`src/prp_pkg.sv`:
```
`default_nettype none
package prp_pkg;

   localparam int MAX_PIECES      = 1024;
   localparam int AVAIL_WORD_BITS = 32;
   localparam int COUNT_BITS      = 16;
   localparam int PIECE_BITS      = 10;
   localparam int NUM_WORDS       = 32;
   localparam int WORD_IDX_BITS   = 5;
   localparam int BIT_IDX_BITS    = 5;
   localparam int NUM_BITS        = 11;
   localparam int CMD_BITS        = 4;

   localparam logic [COUNT_BITS-1:0] COUNT_MAX = '1;
   localparam logic [NUM_BITS-1:0]   PIECES_LIMIT = NUM_BITS'(MAX_PIECES);

   typedef enum logic [CMD_BITS-1:0] {
      CMD_LOAD      = 4'd0,
      CMD_ADD       = 4'd1,
      CMD_REMOVE    = 4'd2,
      CMD_INC       = 4'd3,
      CMD_DEC       = 4'd4,
      CMD_RESERVE   = 4'd5,
      CMD_UNRESERVE = 4'd6,
      CMD_GOT       = 4'd7,
      CMD_LOST      = 4'd8,
      CMD_PICK      = 4'd9,
      CMD_INTEREST  = 4'd10,
      CMD_QUERY     = 4'd11,
      CMD_NOP       = 4'd12
   } cmd_type;

   typedef struct packed {
      logic                  have;
      logic                  rsv;
      logic [COUNT_BITS-1:0] cnt;
   } entry_type;

   typedef struct packed {
      cmd_type                    op;
      logic                       ok;
      logic [PIECE_BITS-1:0]      piece;
      logic [WORD_IDX_BITS-1:0]   widx;
      logic [AVAIL_WORD_BITS-1:0] wdata;
   } job_type;

   typedef struct packed {
      logic                  valid;
      logic                  found;
      logic [PIECE_BITS-1:0] picked;
      logic [COUNT_BITS-1:0] count;
      logic                  held;
   } rsp_type;

endpackage
`default_nettype wire

```
`src/prp_front.sv`:
```
`default_nettype none
module prp_front (
   input  wire logic                            clock,
   input  wire logic                            reset,
   input  wire logic                            start,
   input  wire logic                            hold,
   input  wire logic [prp_pkg::CMD_BITS-1:0]    cmd,
   input  wire logic [prp_pkg::PIECE_BITS-1:0]  piece_id,
   input  wire logic [prp_pkg::WORD_IDX_BITS-1:0] word_index,
   input  wire logic [prp_pkg::AVAIL_WORD_BITS-1:0] word_data,
   input  wire logic [prp_pkg::NUM_BITS-1:0]    active_pieces,
   input  wire logic                            pop,
   output logic                                 busy,
   output logic                                 job_valid,
   output prp_pkg::job_type                     job
);
   import prp_pkg::*;

   job_type    q_ff [2];
   logic       wr_ptr_ff, rd_ptr_ff;
   logic [1:0] fill_ff, fill_in;
   job_type    new_job;
   logic       push;

   // classify the command and check the piece range
   always_comb begin
      new_job       = '0;
      new_job.op    = (cmd <= CMD_BITS'(CMD_QUERY)) ? cmd_type'(cmd) : CMD_NOP;
      new_job.ok    = {1'b0, piece_id} < active_pieces;
      new_job.piece = piece_id;
      new_job.widx  = word_index;
      new_job.wdata = word_data;
   end

   assign busy      = hold || (fill_ff == 2'd2);
   assign push      = start && !busy;
   assign job_valid = (fill_ff != 2'd0);
   assign job       = q_ff[rd_ptr_ff];

   always_comb begin
      fill_in = fill_ff;
      if (push && !pop) fill_in = fill_ff + 2'd1;
      else if (!push && pop) fill_in = fill_ff - 2'd1;
   end

   always_ff @(posedge clock) begin
      if (reset) begin
         wr_ptr_ff <= 1'b0;
         rd_ptr_ff <= 1'b0;
         fill_ff   <= 2'd0;
      end else begin
         fill_ff <= fill_in;
         if (push) wr_ptr_ff <= !wr_ptr_ff;
         if (pop) rd_ptr_ff <= !rd_ptr_ff;
      end
   end

   always_ff @(posedge clock) begin
      if (push) q_ff[wr_ptr_ff] <= new_job;
   end
endmodule
`default_nettype wire

```
`config.mk`:
```
export PLATFORM = sky130hd
export DESIGN_NAME = prp_front
export DESIGN_NICKNAME = d
export VERILOG_FILES = /design/src/prp_pkg.sv /design/src/prp_front.sv
export SDC_FILE = /design/constraint.sdc
export NUM_CORES = 1
export LEC_CHECK = 0
export BUFFER_PORTS_ARGS = -buffer_cell sky130_fd_sc_hd__buf_4
export CAP_MARGIN = 20
export CORE_UTILIZATION = 45
export CTS_BUF_LIST = sky130_fd_sc_hd__clkbuf_4 sky130_fd_sc_hd__clkbuf_8 sky130_fd_sc_hd__clkbuf_16
export DETAILED_ROUTE_END_ITERATION = 16
export GPL_TIMING_DRIVEN = 1
export PLACE_DENSITY = 0.77
export SYNTH_ARGS = -nofsm -noshare
export SYNTH_HDL_FRONTEND = slang
export SYNTH_SLANG_ARGS = --single-unit
```
`constraint.sdc`:
```
create_clock -name clock -period 5.65 [get_ports clock]
set_input_delay 0 -clock clock [delete_from_list [all_inputs] [get_ports clock]]
set_output_delay 0 -clock clock [all_outputs]
set_load 0.1 [all_outputs]
```
==> results of run 1 <==
## path summary, 6_finish.rpt
path / from / to / slack [ps] / cells past startpoint
worst max-delay path: flop / job[34] / 3520 / 3
worst min-delay path: cmd[1] / q_ff[0][49] / 60 / 2
worst max register to register: fill_ff[0] / q_ff[1][49] / 3740 / 4
worst min register to register: rd_ptr_ff / rd_ptr_ff / 550 / 2
## metrics by stage
step | hold WS [ps] | cell area, µm² | utilization, %
6_report | 57.3 | 5960 | 67.0
3_3_place_gp | 186 | 5250 | 59.1
3_5_place_dp | 189 | 5250 | 59.1
5_1_grt | 51.6 | 5960 | 67.0
2_1_floorplan | 69.1 | 4230 | -
4_1_cts | 40.9 | 5960 | 67.0
## where the power goes
part | internal, mW | leakage, nW | switching (mW)
combinational | 0.160 | 1.24 | 0.392
sequential | 0.931 | 0.994 | 0.0169
clock | 0.157 | 0.0752 | 0.248
## kinds of logic after synthesis
group	Yosys count	synth area share, %
AOI/OAI and AO/OA	14	2.37
xor gates and xnor gates	4	0.829
adders and majority gates	10	2.96
buffers and inverters	22	2.13
DFF	109	76.3
muxes	52	13.9
and+or+nand+nor	13	1.57
## per-layer routing
metal	vias to the layer above	global-route usage [%]	share of wire [%]
met2	91	30.7	51
met4	0	6.54	1.4
li1	1206	-	-
met1	1227	19.6	41
met3	11	4.40	6.8
met5	-	0	0
## timing repair
item | CTS | global route
hold buffers | 54 | 0
endpoints found under the setup margin | 0 | 0
hold endpoints to repair | 105 | 0
## synthesized netlist by cell type (all sizes together) (2+ instances only)
cell | count | area [µm²]
xor2 | 2 | 17.5
dfxtp | 5 | 100
edfxtp | 104 | 3120
clkbuf | 2 | 7.51
a21boi | 2 | 15.0
inv | 14 | 52.6
ha | 10 | 125
buf | 6 | 30.0
a21oi | 5 | 25.0
xnor2 | 2 | 17.5
mux2 | 52 | 586
nor2 | 5 | 18.8
o21ai | 2 | 10.0
## flip-flops by register name (all words and copies together) (netlist names), named ones only
signal and cells:
fill_ff 2, wr_ptr_ff 1, rd_ptr_ff 1, q_ff 104
## critical path, stage by stage, from the launching register on
cell	delay, ps
dfxtp_2	630
buf_4	470
mux2_2	400
buf_4	230
## layout make-up
cell class / count / area share [%]
Inverter: 14 / 0.882
Clock buffer: 9 / 2.08
Multi-Input combinational cell: 93 / 15.4
Timing Repair Buffer: 177 / 24.6
Clock inverter: 6 / 0.672
Tap cell: 108 / 2.27
Sequential cell: 109 / 54.1
==> out/metrics.cfg, run 1 <==
[grt]
grt_overflow = 0
grt_first_pass_wirelength_um = 12800
grt_pass1_vias = 2705
grt_max_degree = 53
grt.total_usage_pct = 17.1
antenna_found_initial = 0

[clocking]
root_buffer = clkbuf_8
clk_latency_ps = 350
clk_path_buf_depth = 2
htreeDepth = 3
postCtsSetupBuffers = 0
cts_tree = yes
path_clk_slew_ps = 100
cts-resized-gates = 0
numCtsBuffers = 9
clock_sinks = 109

[layout]
layout_commonest_cell = buf_4
ff_latch_area_um2 = 3220
multi_input_area_um2 = 917
area_delta_synth_final_pct = 41.0
final_cells = 516
n_antenna_cell = 0
final_cell_mix = buf_4, edfxtp_1, dlygate4sd3_1
layout-drive-gt1-share_pct = 47.8
fin_nets = 481
fill_cells = 624

[floorplanning]
io_pins = 121
num_rows = 34
die_w_um = 98.9
core_um2 = 8890
initial_core_util_pct = 47.5
die_h_um = 98.9
die_area_um2 = 9780

[detailed_routing]
wl_per_cell_um = 15.4
vias = 2535
drt-total-wl_um = 7950
drtIter0Drc = 79
antenna_left = 0
dr.pass1.iters = 4
post-route-drc-count = 0
via_per_inst = 4.91

[yosys]
synth.distinct_cells = 27
yosys_most_used_dff = edfxtp_1
yosys_warnings = 0
async_reset_ff_share_pct = 0
ys_seq_elements = 109
netlist_instances = 224
netlist_area_um2 = 4230
syn-num-nets = 301
syn-mean-instance-area_um2 = 18.9
synth_edf_count = 104
synth-seq-area-share_pct = 76.3

[critical_path]
crit_required_ps = 5650
cp-end-kind = primary output
critPathLaunchType = flop
worstPathArrival_ps = 2130
path_max_fanout = 33
critical_path_class = flop to primary output

[timing]
slew_headroom_pct = 52.7
fmax_mhz = 469
layout_worst_path_cycle_share_pct = 37.8
hold_viol = 0
tightest_slew_ps = 709
finalClockSkew_ps = 8.04
setup_ws_ps = 3520
rsz0062_at_grt = no
finalWorstPathRequiredPeriod_ps = 2130
finalSetupViolCount = 0
drv_slew = 0
fin_setup_tns_ps = 0

[placed_design]
io_buffers = 120
dp.cells = 447
hpwl_um = 4710
gp_congestion = 0.725
dpl_worst_slack_ps = 3740

[outcome]
status = completed

[pwr]
power_density_nw_per_um2 = 320
leakage_nw = 2.30
ir_worst_vdd_mv = 0.132
finalPower_mw = 1.90

[hold_path]
hold_path_class = input pin to flop

[job]
cap_violations = 0

No activity file was read; power rests on OpenSTA's default activity.
==> run 2, diff against run 1 <==
==> constraint.sdc (replaced) <==
create_clock -name clock -period 2 [get_ports clock]
set_input_delay 0 -clock clock [delete_from_list [all_inputs] [get_ports clock]]
set_output_delay 0 -clock clock [all_outputs]
set_load 0.1 [all_outputs]
==> run 2 against run 1 <==
Compared with the run above:
- clock skew is 0.75 ps higher
- setup slack lost 3200 ps
- final cell count up 0.39%
- die area unchanged
- largest cell class unchanged
- non-clock buffer count rose by 1
- largest power group unchanged
- global-route usage is 0.19 points lower
==> out/metrics.cfg, run 2 (synthesis results as in run 1) <==
[outcome]
status = completed

[pwr]
power_density_nw_per_um2 = 908  ; +180%
ir_worst_vdd_mv = 0.418  ; +220%
leakage_nw = 2.33  ; +1.3%
finalPower_mw = 5.46  ; +190%

[layout]
layout_commonest_cell = buf_4
fill_cells = 579  ; -7.2%
top_register = q_ff
n_antenna_cell = 0  ; unchanged
multi_input_area_um2 = 923  ; +0.68%
ff_latch_area_um2 = 3220  ; unchanged
reg.largest.list = q_ff: 104 flops, fill_ff: 2 flops
layout-drive-gt1-share_pct = 48.0  ; +0.25 points
final_cell_mix = buf_4, edfxtp_1, dlygate4sd3_1
final_cells = 518  ; +0.39%
area_delta_synth_final_pct = 42.3
largest_reg_flops = 104  ; unchanged
fin_nets = 482  ; +0.21%

[clocking]
root_buffer = clkbuf_8
cts_tree = yes
htreeDepth = 3  ; unchanged
clock_sinks = 109  ; unchanged
clk_path_buf_depth = 2  ; unchanged
clk_latency_ps = 360  ; about the same
numCtsBuffers = 9  ; unchanged
postCtsSetupBuffers = 0  ; unchanged
path_clk_slew_ps = 100  ; about the same

[timing]
drv_slew = 0  ; unchanged
slew_headroom_pct = 73.7  ; +21 points
fmax_mhz = 588
layout_worst_path_cycle_share_pct = 85.0
fin_setup_tns_ps = 0  ; unchanged
finalClockSkew_ps = 8.78  ; +0.745 ps
hold_viol = 0  ; unchanged
finalWorstPathRequiredPeriod_ps = 1700
setup_ws_ps = 299  ; -3220 ps
finalSetupViolCount = 0  ; unchanged
tightest_slew_ps = 394  ; -315 ps
rsz0062_at_grt = no

[grt]
grt_pass1_vias = 2639  ; -2.4%
antenna_found_initial = 0  ; unchanged
grt_max_degree = 53  ; unchanged
grt_overflow = 0  ; unchanged
grt_first_pass_wirelength_um = 12500  ; -2.3%
grt.total_usage_pct = 16.9  ; -0.19 points

[floorplanning]
die_area_um2 = 9780  ; unchanged
num_rows = 34  ; unchanged
die_h_um = 98.9  ; unchanged
initial_core_util_pct = 47.5  ; unchanged
die_w_um = 98.9  ; unchanged
core_um2 = 8890  ; unchanged
io_pins = 121  ; unchanged

[detailed_routing]
dr.pass1.iters = 4  ; unchanged
antenna_left = 0  ; unchanged
drt-total-wl_um = 7870  ; -1.0%
wl_per_cell_um = 15.2  ; -1.4%
drtIter0Drc = 68  ; -14%
via_per_inst = 4.84  ; -1.6%
vias = 2505  ; -1.2%
post-route-drc-count = 0  ; unchanged

[placed_design]
dpl_worst_slack_ps = 384  ; -3350 ps
hpwl_um = 5010  ; +6.3%
gp_congestion = 0.745  ; +2.8%
io_buffers = 120  ; unchanged
dp.cells = 448  ; +0.22%

[critical_path]
crit_required_ps = 2000  ; -3650 ps
cp-end-kind = primary output
critPathLaunchType = flop
worstPathArrival_ps = 1700  ; -430 ps
path_max_fanout = 29  ; -12%
critical_path_class = flop to primary output

[hold_path]
hold_path_class = input pin to flop

[job]
cap_violations = 0  ; unchanged

==> run 2: layer usage <==
layer	vias to the layer above	routed length [µm]	GRT usage [%]
met5	-	0	0
met4	0	104	6.89
met3	10	412	4.40
met2	81	4040	30.1
met1	1201	3320	19.4
li1	1213	-	-
==> run 2: worst max-delay path, cell delays in order, from the launching register on <==
cell	delay [ps]
dfxtp_2	340
buf_4	350
mux2_2	400
buf_4	240
==> run 2: final cells by class <==
class	instances	area share (%)
clock buffer	9	2.06
clock inverter	7	0.978
inverter	14	0.874
multi-input combinational	93	15.4
sequential	109	53.6
tap	108	2.25
timing repair buffer	178	24.9
==> run 2: power by group <==
group	switching [mW]	internal (mW)	leakage [nW]	total [mW]
Combinational	1.12	0.462	1.25	1.58
Sequential	0.0366	2.63	0.994	2.67
Clock	0.743	0.473	0.0937	1.22
==> run 2: stage by stage <==
step | hold WS, ps | area [µm²] | utilization [%]
after floorplan | 69.1 | 4240 | -
after global placement | 187 | 5290 | 59.5
after detailed placement | 188 | 5290 | 59.5
after global routing | 26.6 | 6010 | 67.6
after CTS | 29.4 | 6010 | 67.6
final | 52.8 | 6010 | 67.6
==> run 2: final timing paths <==
kind | startpoint | endpoint | slack (ps) | cells past startpoint
max reg2reg | fill_ff[0] | q_ff[1][46] | 360 | 4
min | cmd[0] | q_ff[0][48] | 50 | 2
max | flop | job[10] | 300 | 3
min reg2reg | rd_ptr_ff | rd_ptr_ff | 560 | 2
==> run 2: timing repair <==
| item | in CTS | in global routing |
|---|---|---|
| gates resized for setup | 0 | 0 |
| endpoints found under the hold margin | 109 | 0 |
| hold buffers | 54 | 0 |
==> run 3, diff against run 2 <==
==> constraint.sdc (replaced) <==
create_clock -name clock -period 2 [get_ports clock]
set_input_delay 0.2 -clock clock [delete_from_list [all_inputs] [get_ports clock]]
set_output_delay 0.2 -clock clock [all_outputs]
set_load 0.1 [all_outputs]
==> run 3 against run 2 <==
Compared with the run above:
- global-route usage is 1.2 points lower
- worst hold slack got worse by 34 ps
- routed wire length fell by 5.0%
- clock-buffer cell count grew 1
- sequential power about the same
- fmax is 9.3% lower
- register-to-register slack got worse by 20 ps
- flip-flop and latch count did not move
- cell area shrank 5.4%
==> out/metrics.cfg, run 3 (synthesis results as in run 1) <==
[outcome]
status = completed

[clocking]
root_buffer = clkbuf_8
clk_path_buf_depth = 2  ; unchanged
postCtsSetupBuffers = 0  ; unchanged
numCtsBuffers = 9  ; unchanged
clk_latency_ps = 360  ; about the same
cts_tree = yes
clock_sinks = 109  ; unchanged
path_clk_slew_ps = 100  ; about the same
htreeDepth = 3  ; unchanged
cts-resized-gates = 0  ; unchanged
hold_buffers = 1  ; -98%

[grt]
grt_first_pass_wirelength_um = 11500  ; -7.9%
antenna_found_initial = 0  ; unchanged
grt_pass1_vias = 2430  ; -7.9%
grt.total_usage_pct = 15.8  ; -1.2 points
grt_max_degree = 53  ; unchanged
grt_overflow = 0  ; unchanged

[detailed_routing]
drtIter0Drc = 54  ; -21%
via_per_inst = 4.94  ; +2.1%
drt-total-wl_um = 7480  ; -5.0%
wl_per_cell_um = 15.4  ; +1.2%
antenna_left = 0  ; unchanged
vias = 2400  ; -4.2%
post-route-drc-count = 0  ; unchanged
dr.pass1.iters = 4  ; unchanged

[timing]
tightest_slew_ps = 374  ; -19.9 ps
drv_slew = 0  ; unchanged
finalClockSkew_ps = 8.99  ; +0.203 ps
layout_worst_path_cycle_share_pct = 93.8  ; +8.8 points
finalWorstPathRequiredPeriod_ps = 1880  ; +175 ps
slew_headroom_pct = 75.0  ; +1.3 points
hold_viol = 0  ; unchanged
rsz0062_at_grt = no
finalSetupViolCount = 0  ; unchanged
fmax_mhz = 533  ; -9.3%

[layout]
reg.largest.list = q_ff: 104 flops, fill_ff: 2 flops
post-route-util_pct = 64.0  ; -3.7 points
final_cell_mix = buf_4, edfxtp_1, mux2_2
n_antenna_cell = 0  ; unchanged
final_cells = 486  ; -6.2%
fin_nets = 450  ; -6.6%
area_delta_synth_final_pct = 34.6
largest_reg_flops = 104  ; unchanged
layout_commonest_cell = buf_4
top_register = q_ff
layout-drive-gt1-share_pct = 52.4  ; +4.3 points

[placed_design]
hpwl_um = 4970  ; -0.79%
gp_congestion = 0.750  ; +0.67%
io_buffers = 120  ; unchanged
dp.cells = 449  ; +0.22%

[floorplanning]
core_um2 = 8890  ; unchanged
die_area_um2 = 9780  ; unchanged
num_rows = 34  ; unchanged
initial_core_util_pct = 47.5  ; unchanged
die_h_um = 98.9  ; unchanged
io_pins = 121  ; unchanged
die_w_um = 98.9  ; unchanged

[critical_path]
crit_required_ps = 1800  ; -200 ps
r2r_cells = 4  ; unchanged
path_cells = buf_4 > mux2_2 > buf_4
cp_common_cell = buf_4
critical_path_class = flop to primary output
crit_path_top_delay_cell = mux2_2
worstPathArrival_ps = 1680  ; -20 ps
path_max_fanout = 28  ; -3.4%
critPathLaunchType = flop
cp-end-kind = primary output
reg2reg_from = fill_ff[0]
cpPeakStageDelay_ps = 400  ; about the same

[hold_path]
holdPathStages = 1  ; -1
min_from = word_data[10]
hold_path_class = input pin to flop

[pwr]
power_density_nw_per_um2 = 948  ; +4.3%
leakage_nw = 2.20  ; -5.8%
ir_worst_vdd_mv = 0.494  ; +18%

[job]
cap_violations = 0  ; unchanged

==> run 3: metrics by stage <==
| stage | setup WS [ps] | area (µm²) | hold WS, ps | TNS (ps) | total power [mW] |
|---|---|---|---|---|---|
| floorplan | -814 | 4240 | 269 | -42350 | 3.86 |
| global placement | 388 | 5300 | 386 | 0 | 4.20 |
| detailed placement | 347 | 5300 | 388 | 0 | 4.22 |
| CTS | 87.6 | 5490 | 0.402 | 0 | 5.41 |
| global route | 44.5 | 5690 | -3.32 | 0 | 5.60 |
| finish | 124 | 5690 | 18.3 | 0 | 5.39 |
==> run 3: worst paths after layout <==
path	end	slack, ps
setup / recovery	job[25]	120
hold / removal	q_ff[1][10]	20
setup reg to reg	q_ff[1][48]	340
hold reg to reg	rd_ptr_ff	530
==> run 3: report_power, final <==
group	switching, mW	total [mW]	internal [mW]
sequential	0.0353	2.66	2.63
combinational	1.11	1.53	0.420
clock	0.722	1.20	0.477
==> run 3: layout make-up <==
cell class              instances  area (µm²)
inverters                      14        52.6
clock buffers                  10         131
flip-flops and latches        109        3220
multi-input cells              93         923
clock inverters                 6        47.5
fillers                       651        3200
well taps                     108         135
repair buffers                146        1170
==> run 3: worst max-delay path, delay by kind of cell, from the launching register on <==
kind / cells / cell delay [ps]
buffers and inverters: 2 / 580
flip-flops: 1 / 340
multiplexers: 1 / 400
==> run 3: metal layers <==
layer / up-vias / GRT usage, % / part of all wire, %
met5: - / 0 / 0
met4: 0 / 6.77 / 1.9
met3: 12 / 4.82 / 7.0
met2: 85 / 27.9 / 53
met1: 1157 / 17.5 / 38
li1: 1146 / - / -
